## config.mk

```make
export PLATFORM = sky130hd
export DESIGN_NAME = lz77_sliding_window_encoder_unit_flat
export DESIGN_NICKNAME = d
export VERILOG_FILES = /design/src/rtl/core/lzsw_pkg.sv /design/src/rtl/core/lzsw_if.sv /design/src/rtl/core/lzsw_cell.sv /design/src/rtl/core/lz77_sliding_window_encoder_unit.sv /design/src/flat_wrapper.sv
export VERILOG_INCLUDE_DIRS = /design/src /design/src/rtl/core
export SDC_FILE = /design/constraint.sdc
export NUM_CORES = 1
export LEC_CHECK = 0
export ABC_CLOCK_PERIOD_IN_PS = 12000
export BUFFER_PORTS_ARGS = -buffer_cell sky130_fd_sc_hd__buf_2
export CORE_MARGIN = 2
export CORE_UTILIZATION = 62
export DETAILED_ROUTE_END_ITERATION = 10
export PLACE_DENSITY = 0.8
export SYNTH_ARGS = -nofsm -noshare
export SYNTH_HDL_FRONTEND = slang
export SYNTH_SLANG_ARGS = --single-unit
```

## constraint.sdc

```tcl
create_clock -name clk_i -period 12 [get_ports clk_i]
set_input_delay 1.2 -clock clk_i [delete_from_list [all_inputs] [get_ports clk_i]]
set_output_delay 1.2 -clock clk_i [all_outputs]
set_load 0.05 [all_outputs]
```

## src/rtl/core/lz77_sliding_window_encoder_unit_macros.svh

```systemverilog
// Assertion macros shared by the LZ77 sliding-window encoder RTL.
`ifndef LZ77_SLIDING_WINDOW_ENCODER_UNIT_MACROS_SVH
`define LZ77_SLIDING_WINDOW_ENCODER_UNIT_MACROS_SVH

// Same-cycle implication, disabled while reset is asserted
`define LZSW_ASSERT_IMP(label, clk, rst_n, ante, cons, msg) \
  label: assert property (@(posedge clk) disable iff (!(rst_n)) (ante) |-> (cons)) \
    else $error(msg);

// Next-cycle implication, disabled while reset is asserted
`define LZSW_ASSERT_NXT(label, clk, rst_n, ante, cons, msg) \
  label: assert property (@(posedge clk) disable iff (!(rst_n)) (ante) |=> (cons)) \
    else $error(msg);

`endif

```

## src/rtl/core/lzsw_pkg.sv

```systemverilog
// Shared types and constants of the LZ77 sliding-window encoder.
package lzsw_pkg;

  // Width of back-offset values on the cell chain (covers windows up to 4096)
  localparam int unsigned LzBackW = 13;

  localparam logic [4:0] WindowReset = 5'd10;

  // Broadcast from the top level to every cell
  typedef struct packed {
    logic               start;   // phrase start: candidates come from window limit
    logic               search;  // length below saturation, comparisons enabled
    logic [LzBackW-1:0] limit;   // min(window, history fill)
  } lz_bcast_t;

  // Update strobe for cell state
  typedef struct packed {
    logic take;   // word accepted this cycle
    logic keep;   // phrase continues: latch new match marks
  } lz_upd_t;

  // Smallest-offset priority chain, one path for new marks, one for held marks
  typedef struct packed {
    logic               found_n;
    logic [LzBackW-1:0] off_n;
    logic               found_a;
    logic [LzBackW-1:0] off_a;
  } lz_pick_t;

endpackage

```

## src/rtl/core/lzsw_if.sv

```systemverilog
// Handshake channels of the LZ77 encoder: input word, result word, config write.
interface lzsw_in_if;
  logic       valid;
  logic       ready;
  logic [7:0] data_byte;
  logic       last_byte;
  modport source (output valid, data_byte, last_byte, input ready);
  modport sink (input valid, data_byte, last_byte, output ready);
endinterface

interface lzsw_out_if;
  logic       valid;
  logic       ready;
  logic [4:0] match_offset;
  logic [7:0] match_length;
  logic [7:0] next_char;
  logic       char_present;
  logic       stream_end;
  modport source (output valid, match_offset, match_length, next_char, char_present,
                  stream_end, input ready);
  modport sink (input valid, match_offset, match_length, next_char, char_present,
                stream_end, output ready);
endinterface

interface lzsw_cfg_if;
  logic       valid;
  logic       ready;
  logic [4:0] window_size;
  modport source (output valid, window_size, input ready);
  modport sink (input valid, window_size, output ready);
endinterface

```

## src/rtl/core/lzsw_cell.sv

```systemverilog
// One window cell: holds a history byte and its match mark at a fixed offset.
module lzsw_cell import lzsw_pkg::*; #(
  parameter int unsigned BACK = 1
) (
  input  logic       clk_i,
  input  logic       rst_ni,
  input  logic [7:0] byte_i,   // incoming word, broadcast
  input  logic [7:0] shift_i,  // history byte from the newer neighbour
  output logic [7:0] shift_o,
  input  lz_bcast_t  bc_i,
  input  lz_upd_t    upd_i,
  input  lz_pick_t   pick_i,
  output lz_pick_t   pick_o,
  output logic       alive_o
);

  localparam logic [LzBackW-1:0] MyOff = LzBackW'(BACK);

  logic [7:0] hist_q;
  logic       alive_q, alive_d;
  logic       cand, hit;

  // Candidate at phrase start comes from the window limit, later from the mark
  assign cand = bc_i.start ? (MyOff <= bc_i.limit) : alive_q;
  assign hit  = bc_i.search && cand && (hist_q == byte_i);

  // Priority chain: the nearest offset already found wins
  always_comb begin
    pick_o.found_n = pick_i.found_n | hit;
    pick_o.off_n   = pick_i.found_n ? pick_i.off_n : MyOff;
    pick_o.found_a = pick_i.found_a | alive_q;
    pick_o.off_a   = pick_i.found_a ? pick_i.off_a : MyOff;
  end

  assign alive_d = upd_i.take ? (upd_i.keep & hit) : alive_q;

  always_ff @(posedge clk_i or negedge rst_ni) begin
    if (!rst_ni) begin
      alive_q <= 1'b0;
    end else begin
      alive_q <= alive_d;
    end
  end

  // History shifts one cell older per accepted word
  always_ff @(posedge clk_i) begin
    if (upd_i.take) begin
      hist_q <= shift_i;
    end
  end

  assign shift_o = hist_q;
  assign alive_o = alive_q;

endmodule

```

## src/rtl/core/lz77_sliding_window_encoder_unit.sv

```systemverilog
// LZ77 sliding-window encoder: a row of window cells compares each word against all offsets.
// A triple is registered and shown in the cycle after the word that ends its phrase is accepted.
// Throughput: one word per cycle unless a stalled result blocks input; every offset cell compares in the same cycle.
// A stalled result blocks input only when the output register is full and not taken.
// Reset (rst_ni low, asynchronous) clears history fill, match marks, length and output valid;
// window_size returns to 10.
module lz77_sliding_window_encoder_unit import lzsw_pkg::*; #(
  parameter int unsigned MAX_WINDOW = 16,
  parameter int unsigned MAX_MATCH  = 255
) (
  input  logic        clk_i,
  input  logic        rst_ni,
  lzsw_in_if.sink     in_i,
  lzsw_out_if.source  out_o,
  lzsw_cfg_if.sink    cfg_i
);

`include "lz77_sliding_window_encoder_unit_macros.svh"

  localparam int unsigned OFF_W = $clog2(MAX_WINDOW + 1);
  localparam int unsigned LEN_W = $clog2(MAX_MATCH + 1);
  localparam int unsigned CMP_W = (OFF_W > 5) ? OFF_W : 5;

  logic [4:0]       wsize_q;
  logic [OFF_W-1:0] hcount_q, hcount_d;
  logic [LEN_W-1:0] len_q, len_d;
  logic [LEN_W:0]   len_inc;

  logic [CMP_W-1:0] wsize_ext, maxw_ext, win_ext;
  logic [OFF_W-1:0] win;

  lz_bcast_t  bc;
  lz_upd_t    upd;
  lz_pick_t   pick [MAX_WINDOW+1];
  logic [7:0] hist [MAX_WINDOW+1];
  logic [MAX_WINDOW-1:0] alive;

  logic take, any, keep;

  logic       out_valid_q, out_valid_d;
  logic [4:0] off_q, off_d;
  logic [7:0] olen_q, olen_d;
  logic [7:0] char_q, char_d;
  logic       pres_q, pres_d;
  logic       end_q, end_d;

  logic [LzBackW+4:0] off_n_ext, off_a_ext;
  logic [LEN_W+8:0]   len_inc_ext;
  logic [LEN_W+7:0]   len_ext;

  // Configuration port, always ready
  assign cfg_i.ready = 1'b1;

  always_ff @(posedge clk_i or negedge rst_ni) begin
    if (!rst_ni) begin
      wsize_q <= WindowReset;
    end else if (cfg_i.valid) begin
      wsize_q <= cfg_i.window_size;
    end
  end

  // Effective window, clamped to the cell count
  assign wsize_ext = CMP_W'(wsize_q);
  assign maxw_ext  = CMP_W'(MAX_WINDOW);
  assign win_ext   = (wsize_ext > maxw_ext) ? maxw_ext : wsize_ext;
  assign win       = win_ext[OFF_W-1:0];

  // Broadcast to cells
  assign bc.start  = (len_q == '0);
  assign bc.search = (len_q != LEN_W'(MAX_MATCH));
  assign bc.limit  = LzBackW'((win < hcount_q) ? win : hcount_q);

  assign take     = in_i.valid && in_i.ready;
  assign any      = pick[MAX_WINDOW].found_n;
  assign keep     = any && !in_i.last_byte;
  assign upd.take = take;
  assign upd.keep = keep;

  assign pick[0] = '0;
  assign hist[0] = in_i.data_byte;

  // Row of window cells, nearest offset first
  for (genvar g = 0; g < MAX_WINDOW; g++) begin : g_cell
    lzsw_cell #(
      .BACK (g + 1)
    ) u_cell (
      .clk_i   (clk_i),
      .rst_ni  (rst_ni),
      .byte_i  (in_i.data_byte),
      .shift_i (hist[g]),
      .shift_o (hist[g+1]),
      .bc_i    (bc),
      .upd_i   (upd),
      .pick_i  (pick[g]),
      .pick_o  (pick[g+1]),
      .alive_o (alive[g])
    );
  end

  // Output fields, masked to their widths
  assign len_inc     = {1'b0, len_q} + {{LEN_W{1'b0}}, 1'b1};
  assign off_n_ext   = {5'b0, pick[MAX_WINDOW].off_n};
  assign off_a_ext   = {5'b0, pick[MAX_WINDOW].off_a};
  assign len_inc_ext = {8'b0, len_inc};
  assign len_ext     = {8'b0, len_q};

  // Phrase length, history fill and result word
  always_comb begin
    len_d       = len_q;
    hcount_d    = hcount_q;
    off_d       = off_q;
    olen_d      = olen_q;
    char_d      = char_q;
    pres_d      = pres_q;
    end_d       = end_q;
    out_valid_d = out_valid_q && !out_o.ready;
    if (take) begin
      if (keep) begin
        len_d = len_inc[LEN_W-1:0];
      end else begin
        len_d       = '0;
        out_valid_d = 1'b1;
        if (any) begin
          // stream ended inside a match
          off_d  = off_n_ext[4:0];
          olen_d = len_inc_ext[7:0];
          char_d = 8'd0;
          pres_d = 1'b0;
          end_d  = 1'b1;
        end else begin
          off_d  = pick[MAX_WINDOW].found_a ? off_a_ext[4:0] : 5'd0;
          olen_d = len_ext[7:0];
          char_d = in_i.data_byte;
          pres_d = 1'b1;
          end_d  = in_i.last_byte;
        end
      end
      if (in_i.last_byte) begin
        hcount_d = '0;
      end else if (hcount_q != OFF_W'(MAX_WINDOW)) begin
        hcount_d = hcount_q + OFF_W'(1);
      end
    end
  end

  always_ff @(posedge clk_i or negedge rst_ni) begin
    if (!rst_ni) begin
      len_q       <= '0;
      hcount_q    <= '0;
      out_valid_q <= 1'b0;
    end else begin
      len_q       <= len_d;
      hcount_q    <= hcount_d;
      out_valid_q <= out_valid_d;
    end
  end

  always_ff @(posedge clk_i) begin
    off_q  <= off_d;
    olen_q <= olen_d;
    char_q <= char_d;
    pres_q <= pres_d;
    end_q  <= end_d;
  end

  assign in_i.ready         = !out_valid_q || out_o.ready;
  assign out_o.valid        = out_valid_q;
  assign out_o.match_offset = off_q;
  assign out_o.match_length = olen_q;
  assign out_o.next_char    = char_q;
  assign out_o.char_present = pres_q;
  assign out_o.stream_end   = end_q;

  // Checks
  `LZSW_ASSERT_IMP(a_marks_track_len, clk_i, rst_ni, 1'b1, ((len_q == '0) == (alive == '0)), "match marks disagree with phrase length")
  `LZSW_ASSERT_IMP(a_len_bound, clk_i, rst_ni, 1'b1, (len_q <= LEN_W'(MAX_MATCH)), "phrase length above saturation")
  `LZSW_ASSERT_NXT(a_last_clears_fill, clk_i, rst_ni, (take && in_i.last_byte), (hcount_q == '0 && len_q == '0), "stream end did not clear state")
  `LZSW_ASSERT_IMP(a_nochar_is_end, clk_i, rst_ni, (out_valid_q && !pres_q), end_q, "missing literal outside stream end")

endmodule
```

## src/flat_wrapper.sv

```systemverilog
// flat-port wrapper written by rule: the top's interface ports become plain ports
module lz77_sliding_window_encoder_unit_flat import lzsw_pkg::*;
#(
  parameter int unsigned MAX_WINDOW = 16,
  parameter int unsigned MAX_MATCH  = 255
)
  (clk_i, rst_ni, in_i_valid, in_i_data_byte, in_i_last_byte, in_i_ready, out_o_valid, out_o_match_offset, out_o_match_length, out_o_next_char, out_o_char_present, out_o_stream_end, out_o_ready, cfg_i_valid, cfg_i_window_size, cfg_i_ready);
  lzsw_in_if in_i_i ();
  lzsw_out_if out_o_i ();
  lzsw_cfg_if cfg_i_i ();
  input  logic clk_i;
  input  logic rst_ni;
  input wire logic [$bits(in_i_i.valid)-1:0] in_i_valid;
  input wire logic [$bits(in_i_i.data_byte)-1:0] in_i_data_byte;
  input wire logic [$bits(in_i_i.last_byte)-1:0] in_i_last_byte;
  output wire logic [$bits(in_i_i.ready)-1:0] in_i_ready;
  output wire logic [$bits(out_o_i.valid)-1:0] out_o_valid;
  output wire logic [$bits(out_o_i.match_offset)-1:0] out_o_match_offset;
  output wire logic [$bits(out_o_i.match_length)-1:0] out_o_match_length;
  output wire logic [$bits(out_o_i.next_char)-1:0] out_o_next_char;
  output wire logic [$bits(out_o_i.char_present)-1:0] out_o_char_present;
  output wire logic [$bits(out_o_i.stream_end)-1:0] out_o_stream_end;
  input wire logic [$bits(out_o_i.ready)-1:0] out_o_ready;
  input wire logic [$bits(cfg_i_i.valid)-1:0] cfg_i_valid;
  input wire logic [$bits(cfg_i_i.window_size)-1:0] cfg_i_window_size;
  output wire logic [$bits(cfg_i_i.ready)-1:0] cfg_i_ready;
  assign in_i_i.valid = in_i_valid;
  assign in_i_i.data_byte = in_i_data_byte;
  assign in_i_i.last_byte = in_i_last_byte;
  assign in_i_ready = in_i_i.ready;
  assign out_o_valid = out_o_i.valid;
  assign out_o_match_offset = out_o_i.match_offset;
  assign out_o_match_length = out_o_i.match_length;
  assign out_o_next_char = out_o_i.next_char;
  assign out_o_char_present = out_o_i.char_present;
  assign out_o_stream_end = out_o_i.stream_end;
  assign out_o_i.ready = out_o_ready;
  assign cfg_i_i.valid = cfg_i_valid;
  assign cfg_i_i.window_size = cfg_i_window_size;
  assign cfg_i_ready = cfg_i_i.ready;
  lz77_sliding_window_encoder_unit #(.MAX_WINDOW(MAX_WINDOW), .MAX_MATCH(MAX_MATCH)) u_core (.clk_i(clk_i), .rst_ni(rst_ni), .in_i(in_i_i), .out_o(out_o_i), .cfg_i(cfg_i_i));
endmodule
```

# Yosys cells after proc, flatten, opt, wreduce, memory -nomap -nowiden
# Cells that the tools add are included.
# classes
n_reduce_logical	43
add_sub_neg	2
muxes	57
n_lt_le_gt_ge	18
bitwise	47
eq_ne	18
# ops
op	count
2-to-1 mux 5 bit	34
== test 8 bit	16
<= comparator 4 x 13 -> 1 bit (first input constant)	8
<= comparator 3 x 13 -> 1 bit (first input constant)	4
logical AND 1 bit	35
OR 1 bit	30
<= comparator 2 x 13 -> 1 bit (first input constant)	2
2-to-1 mux 1 bit	19
bitwise AND 1 bit	16
2-to-1 mux 8 bit	2
<= comparator 1 x 13 -> 1 bit (first input constant)	1
<= comparator 5 x 13 -> 1 bit (first input constant)	1
adder 8 x 1 -> 8 bit (second input constant)	1
logical NOT 8 bit	1
!= test 8 bit (second input constant)	1
adder 5 x 1 -> 5 bit (second input constant)	1
> comparator 5 bit (second input constant)	1
less-than comparator 5 bit	1
!= test 5 bit (second input constant)	1
2-to-1 mux 2 bit	2
AND reduction 2 bit	2
logical NOT 1 bit	3
nonzero test 2 bit	1
logical OR 1 bit	1
inverter 1 bit	1
# word_totals
input_bits	19
regBits	186

# Logic depth before layout (Yosys ltp)
# Gate-level depths: netlist of the first run.
# logic_depth
ltp_word	26
ltp_mapped	16

# Cells and area by module
# Synthesis of the first run repeated with hierarchy kept, for this count alone.
# unflattened
hier_cells	1133
area_unflattened_um2	11811.3
# by_module_without_submodules
mod	area_each_um2	seq_area_each_um2	n_inst	cells_each
lz77_sliding_window_encoder_unit	2089.5	1168.6	1	176
lzsw_cell (u_core.g_cell[1].u_cell ...)	609.3	265.3	2	61
lzsw_cell (u_core.g_cell[14].u_cell ...)	605.6	265.3	2	60
lzsw_cell (u_core.g_cell[13].u_cell ...)	599.3	265.3	2	58
lzsw_cell (u_core.g_cell[12].u_cell)	623.1	265.3	1	60
lzsw_cell (u_core.g_cell[2].u_cell)	621.8	265.3	1	60
lzsw_cell (u_core.g_cell[10].u_cell)	619.3	265.3	1	61
lzsw_cell (u_core.g_cell[4].u_cell)	615.6	265.3	1	60
lzsw_cell (u_core.g_cell[0].u_cell)	610.6	265.3	1	62
lzsw_cell (u_core.g_cell[11].u_cell)	608.1	265.3	1	61
lzsw_cell (u_core.g_cell[6].u_cell)	606.8	265.3	1	61
lzsw_cell (u_core.g_cell[7].u_cell)	604.3	265.3	1	60
lzsw_cell (u_core.g_cell[8].u_cell)	598.1	265.3	1	58
lzsw_cell (u_core.g_cell[15].u_cell)	585.6	265.3	1	56

# Least setup slack after synthesis of the first run
# OpenSTA, ideal clock, no wires.
# synth_path
path_type	input port to flip-flop
start	in out_o_ready
end	reg u_core.g_cell[0].u_cell.alive_q
cell_stages	5
path_slack_ns	5.744
setup_ns	0.082
n_path_buf	1
arrival_time_ns	6.174
cell_sequence	nand2b_1 > nand2_1 > inv_1 > clkbuf_1 > a31o_2
# synth_via
elab_chain_cells	2
# synth_rtl
element	line_no	text
start: declaration	flat_wrapper.sv:23	input wire logic [$bits(out_o_i.ready)-1:0] out_o_ready;
logical OR 1 bit	lz77_sliding_window_encoder_unit.sv:166	assign in_i.ready = !out_valid_q || out_o.ready;
logical AND 1 bit	lz77_sliding_window_encoder_unit.sv:73	assign take = in_i.valid && in_i.ready;
via u_core.take	lz77_sliding_window_encoder_unit.sv:38	logic take, any, keep;
end signal: assignment	lzsw_cell.sv:41	alive_q <= alive_d;
end: declaration	lzsw_cell.sv:20	logic alive_q, alive_d;
# The timed path passes the listed nets, and every way through them passes these cells.
# A chain may end at the register's enable or synchronous reset.

# Worst setup path in the final report of the first run
# layout_path
start	reg u_core.wsize_q[4] (netlist: u_core.wsize_ext[4])
end	reg u_core.char_q[7] (netlist: u_core.out_o.next_char[7]), enable pin
# layout_via
elab_chain_cells	26
word_cells_on_any_way	86
cone_classes	order compare: 18; mux: 18; bitwise: 16; reduce/logical: 34
# layout_rtl
element	line_no	text
start: declaration	lz77_sliding_window_encoder_unit.sv:24	logic [4:0] wsize_q;
start signal: assignment	lz77_sliding_window_encoder_unit.sv:56	wsize_q <= WindowReset;
start signal: assignment	lz77_sliding_window_encoder_unit.sv:58	wsize_q <= cfg_i.window_size;
> comparator 5 bit	lz77_sliding_window_encoder_unit.sv:65	assign win_ext = (wsize_ext > maxw_ext) ? maxw_ext : wsize_ext;
2-to-1 mux 5 bit (*)	lz77_sliding_window_encoder_unit.sv:65	
less-than comparator 5 bit	lz77_sliding_window_encoder_unit.sv:71	assign bc.limit = LzBackW'((win < hcount_q) ? win : hcount_q);
2-to-1 mux 5 bit (*)	lz77_sliding_window_encoder_unit.sv:71	
<= comparator 1 x 13 -> 1 bit or <= comparator 2 x 13 -> 1 bit (tied branches)	lzsw_cell.sv:24	assign cand = bc_i.start ? (MyOff <= bc_i.limit) : alive_q;
2-to-1 mux 1 bit	lzsw_cell.sv:24	
logical AND 1 bit (2 in a row)	lzsw_cell.sv:25	assign hit = bc_i.search && cand && (hist_q == byte_i);
OR 1 bit (14 in a row)	lzsw_cell.sv:29	pick_o.found_n = pick_i.found_n | hit;
OR 1 bit (*)	lzsw_cell.sv:29	
logical AND 1 bit (*)	lz77_sliding_window_encoder_unit.sv:75	assign keep = any && !in_i.last_byte;
inverter 1 bit (no line) (*)	-	
AND reduction 2 bit (no line) (*)	-	
end signal: assignment	lz77_sliding_window_encoder_unit.sv:161	char_q <= char_d;
end: declaration	lz77_sliding_window_encoder_unit.sv:43	logic [7:0] char_q, char_d;
# Every way passes the cells marked *; elsewhere a longest branch is shown, timed or not.

==> out/qor.csv, run 1 <==
metric;value;unit
outcome;complete, no violations;
drive_gt1_share;13.1;%
drc;0;
leakage;3.63;nW
cts.htree.levels;4;
cts_tree;yes;
yosysSeqAreaShare;59.2;%
pwr-share-clk;34.3;%
synth_warnings;0;
async_flop_share;18.8;%
synth_cell_types;67;
grt.overflow.total;0;
grt_pass1_vias;6121;
path_clk_slew;70;ps
hold_path_startpoint;u_core.g_cell[2].u_cell.shift_o[5];
final.setup_skew;10.2;ps
internal_power;1.07;mW
dominantRegCellSynth;edfxtp_1;
clkSinkCount;186;
coreArea;0.0145;mm²
tightestPinTransition;1140;ps
fin_crit_sh;41.4;%
holdPathStages;0;
synth_fp_nets;769;
p_per_area;149;mW/mm²
start_util;63.2;%
die_w;125;µm
dieArea;0.0157;mm²
cts_max_path_buffers;2;
clock_latency;440;ps
routedWlPerCell;20.4;µm
hold_viol;0;
vdd_drop_max;0.117;mV
syn_area;0.00914;mm²
cp.required;12050;ps
postCtsHoldBufs;0;
dp_hpwl;13700;µm
num_antenna_cells;0;
p_sw;409;µW
synthTopCellsByCount;edfxtp_1, xor2_1, xnor2_1;
dieHeight;125;µm
synth-seq-cells;186;
synth_edf_count;151;
syn_inst;743;
path_max_fanout;23;
synth_top_cell_by_area;edfxtp_1;
fin_util;68.8;%
rsz0062_at_grt;no;
drv_cap;0;
min_period;4960;ps
fill_cells;1034;
hp-class;reg -> reg;
r2r-end;u_core.out_o.next_char[7];
regToRegSetupSlack;7040;ps
fmax;0.201;GHz
synthTopCellsByArea;edfxtp_1, dfrtp_1, xor2_1;
grt_pass1_wl;32100;µm
numCtsBuffers;17;
track_usage;26.1;%
setup_tns;0;ps
slew_headroom;24.2;%
dr.pass1.iters;5;
drt_iter0_markers;733;
area_growth_syn_to_layout;8.89;%
design.portCount;45;
placed_area;0.00944;mm²
routed_via_density;6.27;
setup_violations;0;
post_cts_buffers;0;
cp.arrival;5020;ps
synth.most_common_cell;edfxtp_1;
grt_max_degree;81;
crit_type;reg -> reg;
avgSynthCellArea;12.3;µm²
fin_total_pwr;1.48;mW
vias;6065;
port-buffer-count;43;
r2r_start;u_core.wsize_ext[4];
post_cts_resized;0;
seq_power_share;51.9;%
critPathLaunchType;flop;
end_kind;flop;
fin_nets;798;
detail-route-antenna-nets;0;
netlist.area_leader.share;49.6;%
hold_ws;468;ps
r2r_cells;13;
antenna_found_initial;0;
num_rows;44;
p_sw_share;27.6;%
wirelength;19800;µm
maxSlewViolCount;0;
whs_endpoint;u_core.g_cell[3].u_cell.shift_o[5];
stdcell_area;0.00996;mm²
gp_congestion;0.982;
comb_power_share;13.8;%
cts_root_buffer;clkbuf_16;
==> metrics by stage <==
stage,setup slack [ps],instances
finish,7040,968
global route,6650,968
CTS,7140,968
detailed placement,7220,937
floorplan,5740,743
global placement,7340,937
==> flip-flops by register name (all words and copies together), names as in the netlist, 5 cells and up <==
signal and count:
u_core.g_cell.u_cell.alive_o 16, u_core.len_q 8, u_core.out_o.match_length 8, u_core.hcount_q 5, u_core.wsize_ext 5, u_core.out_o.match_offset 5, u_core.g_cell.u_cell.shift_o 128, u_core.out_o.next_char 8
==> layer usage <==
metal	GRT usage [%]	share of wire [%]	up-vias
met1	34.4	40	2973
li1	-	-	2810
met4	7.84	1.9	0
met5	0	0	-
met2	44.9	52	240
met3	4.36	5.8	42
==> power groups by stage <==
stage,Sequential (mW),Combinational [mW],Clock (mW)
final,0.770,0.204,0.509
after global routing,0.774,0.222,0.539
after CTS,0.770,0.203,0.514
after detailed placement,0.783,0.202,0
after global placement,0.780,0.195,0
after floorplan,0.795,0.139,0
==> cell type report <==
| class | instances | area (µm²) | share of cell area, % |
|---|---|---|---|
| multi-input combinational | 505 | 3490 | 35.0 |
| clock buffer | 17 | 425 | 4.27 |
| sequential | 186 | 5410 | 54.4 |
| tap | 184 | 230 | 2.31 |
| clock inverter | 14 | 96.3 | 0.968 |
| timing repair buffer | 47 | 245 | 2.46 |
| inverter | 15 | 58.8 | 0.591 |
==> worst max-delay path: stages, from the launching register on <==
cell	delay (ps)
dfrtp_1	600
nor2b_1	130
ha_1	230
a21oi_1	740
nand2_1	150
nor3_1	290
nor2_1	160
o311ai_1	310
o21ai_1	160
nand4bb_4	320
nor4_2	250
buf_4	270
nor2_1	90
nor2_2	860
==> placed cells by master (no fill, tap or decap), types with 14 or more instances in the layout <==
| master | Yosys | routed |
|---|---|---|
| edfxtp_1 | 151 | 151 |
| xor2_1 | 77 | 77 |
| xnor2_1 | 58 | 58 |
| nand2_1 | 53 | 53 |
| buf_2 | 21 | 43 |
| nor2_1 | 42 | 41 |
| dfrtp_1 | 33 | 33 |
| a21oi_1 | 27 | 27 |
| o21ai_0 | 24 | 24 |
| nor4_1 | 24 | 23 |
| nor3_1 | 18 | 18 |
| clkbuf_16 | 0 | 17 |
| nand4_1 | 16 | 16 |
| inv_1 | 15 | 14 |
| and2_1 | 14 | 14 |
==> how the worst max path moves through the flow <==
stage / slack, ps / from / end / cells past startpoint
after floorplan: 5740 / out_o_ready / u_core.g_cell[0].u_cell.alive_o / 5
after global placement: 7340 / in_i_data_byte[5] / u_core.out_o.match_length[5] / 11
after detailed placement: 7220 / u_core.wsize_ext[4] / u_core.out_o.match_length[4] / 13
after CTS: 7140 / u_core.wsize_ext[4] / u_core.out_o.next_char[5] / 13
after global routing: 6650 / u_core.wsize_ext[4] / u_core.out_o.match_offset[4] / 13
final: 7040 / u_core.wsize_ext[4] / u_core.out_o.next_char[7] / 13
==> logic make-up (layout without fill, tap and decap cells) <==
group / after synthesis / after routing / synth area share [%]
compound gates: 144 / 144 / 11.4
xor+xnor: 135 / 135 / 12.9
fa+ha+maj: 7 / 7 / 0.958
buf+inv: 52 / 93 / 2.75
flops: 186 / 186 / 59.2
mux: 8 / 8 / 0.972
other cells: 1 / 1 / 0.0410
simple gates: 210 / 210 / 11.7
Power figures use the tool's default switching activity.
==> inputs of run 2 (changes only) <==
- ABC_CLOCK_PERIOD_IN_PS: 12000 -> 4580
- clock period: 12 -> 4.58 ns (I/O delays scaled with it)
==> out/qor.csv, run 2 (same netlist as run 1, synthesis figures left out) <==
metric;value;unit;change
num_antenna_cells;0;;unchanged
fin_util;70.1;%;+1.3 points
routed_via_density;6.19;;-1.1%
vdd_drop_max;0.261;mV;+120%
max_stage_delay;540;ps;-320 ps
grt_pass1_vias;6123;;+0.033%
track_usage;26.5;%;+0.35 points
fin_nets;805;;+0.88%
fmax;0.239;GHz;+19%
path_max_fanout;19;;-17%
num_rows;44;;unchanged
dr.pass1.iters;5;;unchanged
end_kind;flop;;
most-common-layout-cells;edfxtp_1, xor2_1, xnor2_1, nand2_1, buf_2;;
setup_violations;0;;unchanged
drive_gt1_share;14.5;%;+1.4 points
gp_congestion;0.908;;-7.6%
leakage;3.71;nW;+2.3%
hp-class;in -> async;;
setup_tns;0;ps;unchanged
drv_cap;0;;unchanged
cts_max_path_buffers;2;;unchanged
fin_crit_sh;91.4;%;+50 points
design.portCount;45;;unchanged
layout_commonest_cell;edfxtp_1;;
grt_pass1_wl;32300;µm;+0.71%
final.setup_skew;5.58;ps;-4.67 ps
largest_reg_flops;128;;unchanged
place_inst;944;;+0.75%
outcome;complete, no violations;;
dieHeight;125;µm;unchanged
vias;6045;;-0.33%
tightestPinTransition;973;ps;-163 ps
start_util;63.2;%;unchanged
port-buffer-count;43;;unchanged
critPathLaunchType;flop;;
drc;0;;unchanged
coreArea;0.0145;mm²;unchanged
grt.overflow.total;0;;unchanged
min_period;4190;ps;-777 ps
numCtsBuffers;17;;unchanged
fill_cells;992;;-4.1%
cp_cell_sequence;nor2b_1 -> ha_1 -> nor2b_1 -> a21oi_2 -> o211ai_2 -> a2111oi_1 -> a211o_1 -> a21boi_1 -> nand3_2 -> nor4_2 -> buf_4 -> mux2_2;;
cp.required;4760;ps;-7290 ps
cp.arrival;4370;ps;-650 ps
cts_tree;yes;;
fin_cells;976;;+0.83%
crit_type;reg -> reg;;
drt_iter0_markers;559;;-24%
clkSinkCount;186;;unchanged
path_clk_slew;70;ps;about the same
routedWlPerCell;20.8;µm;+1.8%
r2r_start;u_core.wsize_ext[4];;
antenna_found_initial;0;;unchanged
wirelength;20300;µm;+2.7%
die_w;125;µm;unchanged
cts.htree.levels;4;;unchanged
path_common_cell;nor2b_1;;
cts_root_buffer;clkbuf_16;;
slew_headroom;35.1;%;+11 points
hold_viol;0;;unchanged
fin_total_pwr;4.20;mW;+180%
area_growth_syn_to_layout;11.0;%;
startpoint;u_core.wsize_ext[4];;
clock_latency;430;ps;about the same
detail-route-antenna-nets;0;;unchanged
maxSlewViolCount;0;;unchanged
dieArea;0.0157;mm²;unchanged
dp_hpwl;14100;µm;+3.1%
grt_max_degree;83;;+2.5%
p_per_area;413;mW/mm²;+180%
crit_slowest_cell;dfrtp_1;;
rsz0062_at_grt;no;;
==> run 2: final timing paths <==
kind / endpoint / slack (ps) / depth (start not counted)
min reg2reg: u_core.g_cell[7].u_cell.shift_o[0] / 470 / 0
min: u_core.len_q[3] / 130 / 1
min in group clk_i: u_core.wsize_ext[0] / 260 / 2
max: u_core.out_o.match_length[1] / 390 / 12
max in group asynchronous: u_core.wsize_ext[2] / 3910 / 1
max reg2reg: u_core.out_o.match_length[1] / 390 / 12
==> run 2: repair_timing <==
action                                  CTS  global route
endpoints found under the setup margin    0             1
hold buffers                              0             0
buffers inserted                          0             0
gates resized for setup                   0             1
==> run 2: through the flow <==
step	setup WS [ps]	instance area, µm²	hold slack (ps)
global placement	701	9490	449
detailed placement	504	9490	456
finish	393	10200	132
floorplan	211	9150	162
CTS	451	10200	149
global route	61.6	10200	204
==> run 2: cell type report <==
| cell class | instances | area [µm²] | share of cell area, % |
|---|---|---|---|
| repair buffers | 54 | 298 | 2.93 |
| clock buffers | 17 | 425 | 4.19 |
| flip-flops and latches | 186 | 5410 | 53.3 |
| well taps | 184 | 230 | 2.27 |
| clock inverters | 15 | 238 | 2.34 |
| multi-input cells | 505 | 3490 | 34.4 |
| inverters | 15 | 58.8 | 0.579 |
==> run 2: metal layers <==
| layer | GRT usage, % | wire length [µm] | vias to the layer above |
|---|---|---|---|
| met5 | 0 | 0 | - |
| met1 | 35.0 | 8590 | 3003 |
| met3 | 5.86 | 1010 | 25 |
| met2 | 44.7 | 10400 | 195 |
| met4 | 6.99 | 326 | 0 |
| li1 | - | - | 2822 |
==> run 2: report_power, final <==
| part | internal, mW | switching [mW] | total, mW |
|---|---|---|---|
| sequential | 1.94 | 0.0735 | 2.02 |
| combinational | 0.180 | 0.366 | 0.547 |
| clock | 0.981 | 0.653 | 1.63 |
| total | 3.10 | 1.09 | 4.20 |
==> run 2: worst max-delay path, delay by kind of cell, from the launching register on <==
kind | cells | cell delay, ps
buffers and inverters | 1 | 300
AND/OR/NAND/NOR | 4 | 930
AO/OA/AOI/OAI | 5 | 1480
multiplexers | 1 | 370
flip-flops | 1 | 540
adder cells (fa/ha/maj) | 1 | 340
==> inputs of run 3 (changes only) <==
- CORE_ASPECT_RATIO: default -> 0.5
- PLACE_DENSITY: 0.8 -> 0.84
==> out/qor.csv, run 3 (same netlist as run 1, synthesis figures left out) <==
metric;value;unit;change
crit_buf_inv;1;;unchanged
dieArea;0.0158;mm²;+0.37%
grt.overflow.total;0;;unchanged
cts.htree.levels;4;;unchanged
grt_pass1_vias;5759;;-5.9%
largest_reg_flops;128;;unchanged
crit_slowest_cell;dfrtp_1;;
numCtsBuffers;17;;unchanged
clock_latency;440;ps;about the same
path_clk_slew;70;ps;about the same
post_cts_resized;0;;unchanged
die_w;176;µm;+40%
fin_util;70.2;%;about the same
hold_viol;0;;unchanged
path_common_cell;nor2b_1;;
drv_cap;0;;unchanged
cp_cell_sequence;nor2b_1 -> ha_1 -> nor2b_1 -> a21oi_2 -> o211ai_2 -> a2111oi_0 -> a311o_1 -> o21ai_0 -> nand4bb_4 -> nor4_2 -> buf_4 -> mux2_2;;
p_sw;1.14;mW;+4.6%
detail-route-antenna-nets;0;;unchanged
path_max_fanout;19;;unchanged
critPathTopFamily;compound AO/OA/AOI/OAI gates;;
max_stage_delay;540;ps;about the same
start_util;63.4;%;+0.22 points
fin_nets;807;;+0.25%
track_usage;27.2;%;+0.69 points
design.portCount;45;;unchanged
dr.pass1.iters;5;;unchanged
p_per_area;399;mW/mm²;-3.5%
fmax;0.244;GHz;+2.1%
crit_type;reg -> reg;;
dp_hpwl;14300;µm;+1.4%
drt_iter0_markers;794;;+42%
gp_congestion;0.889;;-2.0%
cts_max_path_buffers;2;;unchanged
cts_root_buffer;clkbuf_16;;
stdcell_area;0.0101;mm²;-0.27%
vias;6243;;+3.3%
comb_power_share;13.6;%;+0.6 points
pre_cts_slack;530;ps;+26.5 ps
routed_via_density;6.29;;+1.5%
cts_tree;yes;;
maxSlewViolCount;0;;unchanged
cp.required;4770;ps;about the same
grt_max_degree;141;;+70%
seq_power_share;50.0;%;+2.0 points
most-common-layout-cells;edfxtp_1, xor2_1, xnor2_1, nand2_1, buf_2;;
fin_total_pwr;4.04;mW;-3.7%
internal_power;2.90;mW;-6.7%
coreArea;0.0144;mm²;-0.35%
port-buffer-count;43;;unchanged
regToRegSetupSlack;480;ps;+90 ps
slew_headroom;42.8;%;+7.6 points
routedWlPerCell;21.2;µm;+1.9%
tightestPinTransition;858;ps;-115 ps
clkSinkCount;186;;unchanged
wirelength;21000;µm;+3.7%
setup_tns;0;ps;unchanged
outcome;complete, no violations;;
dieHeight;89.9;µm;-28%
num_rows;31;;-30%
rsz0062_at_grt;no;;
drive_gt1_share;14.5;%;-0.037 points
postCtsHoldBufs;0;;unchanged
fin_crit_sh;89.6;%;-1.9 points
drc;0;;unchanged
min_period;4100;ps;-85.4 ps
worst_slack;478;ps;+85.4 ps
hp-class;in -> async;;
area_growth_syn_to_layout;10.7;%;
critPathLaunchType;flop;;
setup_violations;0;;unchanged
post_cts_buffers;0;;unchanged
antenna_found_initial;1;;+1
pwr-share-clk;36.4;%;-2.5 points
cp.arrival;4290;ps;-80 ps
p_sw_share;28.3;%;+2.3 points
vdd_drop_max;0.255;mV;-2.0%
end_kind;flop;;
final.setup_skew;11.3;ps;+5.76 ps
grt_pass1_wl;32300;µm;-0.13%
leakage;3.70;nW;-0.36%
placed_area;0.00953;mm²;+0.47%
layout_commonest_cell;edfxtp_1;;
run 3: changes by cell type in the layout (fill, tap and decap cells not counted), moves of 2 or more:
cell and delta:
clkinvlp_4 -3, clkinv_1 +2, bufinv_16 -4, clkinv_4 +3
clkinv_8 +2
run 3: power by group through the flow:
stage	Sequential, mW	Combinational, mW	Clock, mW
after floorplan	2.08	0.363	0
after global placement	2.05	0.528	0
after detailed placement	2.05	0.540	0
after CTS	2.02	0.544	1.49
after global routing	2.03	0.591	1.56
final	2.02	0.550	1.47
run 3: layout make-up:
cell class	instances	area, µm²
Clock buffer	17	425
Fill cell	1015	4300
Timing Repair Buffer	56	325
Tap cell	198	248
Multi-Input combinational cell	505	3490
Sequential cell	186	5410
Inverter	15	58.8
Antenna cell	1	2.50
Clock inverter	15	164
run 3: final timing paths:
| kind | startpoint | end | depth (start not counted) |
|---|---|---|---|
| hold / removal | rst_ni | u_core.wsize_ext[0] | 1 |
| hold reg to reg | u_core.g_cell[12].u_cell.shift_o[1] | u_core.g_cell[13].u_cell.shift_o[1] | 0 |
| setup reg to reg | u_core.wsize_ext[4] | u_core.out_o.match_length[1] | 12 |
| setup / recovery | u_core.wsize_ext[4] | u_core.out_o.match_length[1] | 12 |
| min in group clk_i | in_i_data_byte[0] | u_core.g_cell[0].u_cell.shift_o[0] | 1 |
| max in group asynchronous | rst_ni | u_core.out_o.valid | 1 |
run 3: worst reg2reg max path: stages, from the launching register on:
cell and delay, ps:
dfrtp_1 540, nor2b_1 360, ha_1 330, nor2b_1 100
a21oi_2 230, o211ai_2 190, a2111oi_0 530, a311o_1 270
o21ai_0 110, nand4bb_4 270, nor4_2 290, buf_4 280
mux2_2 350
run 3: metal layers:
| metal | track usage (%) | wire length [µm] | share of wire [%] |
|---|---|---|---|
| met1 | 41.0 | 9520 | 45 |
| met2 | 39.1 | 9290 | 44 |
| met3 | 7.15 | 1970 | 9.4 |
| met4 | 7.37 | 247 | 1.2 |
| met5 | 0 | 0 | 0 |
run 3: metrics by stage:
stage                     hold slack, ps  cells
final                                118    993
after global routing                 186    992
after CTS                            148    992
after detailed placement             454    960
after global placement               450    960
after floorplan                      162    743
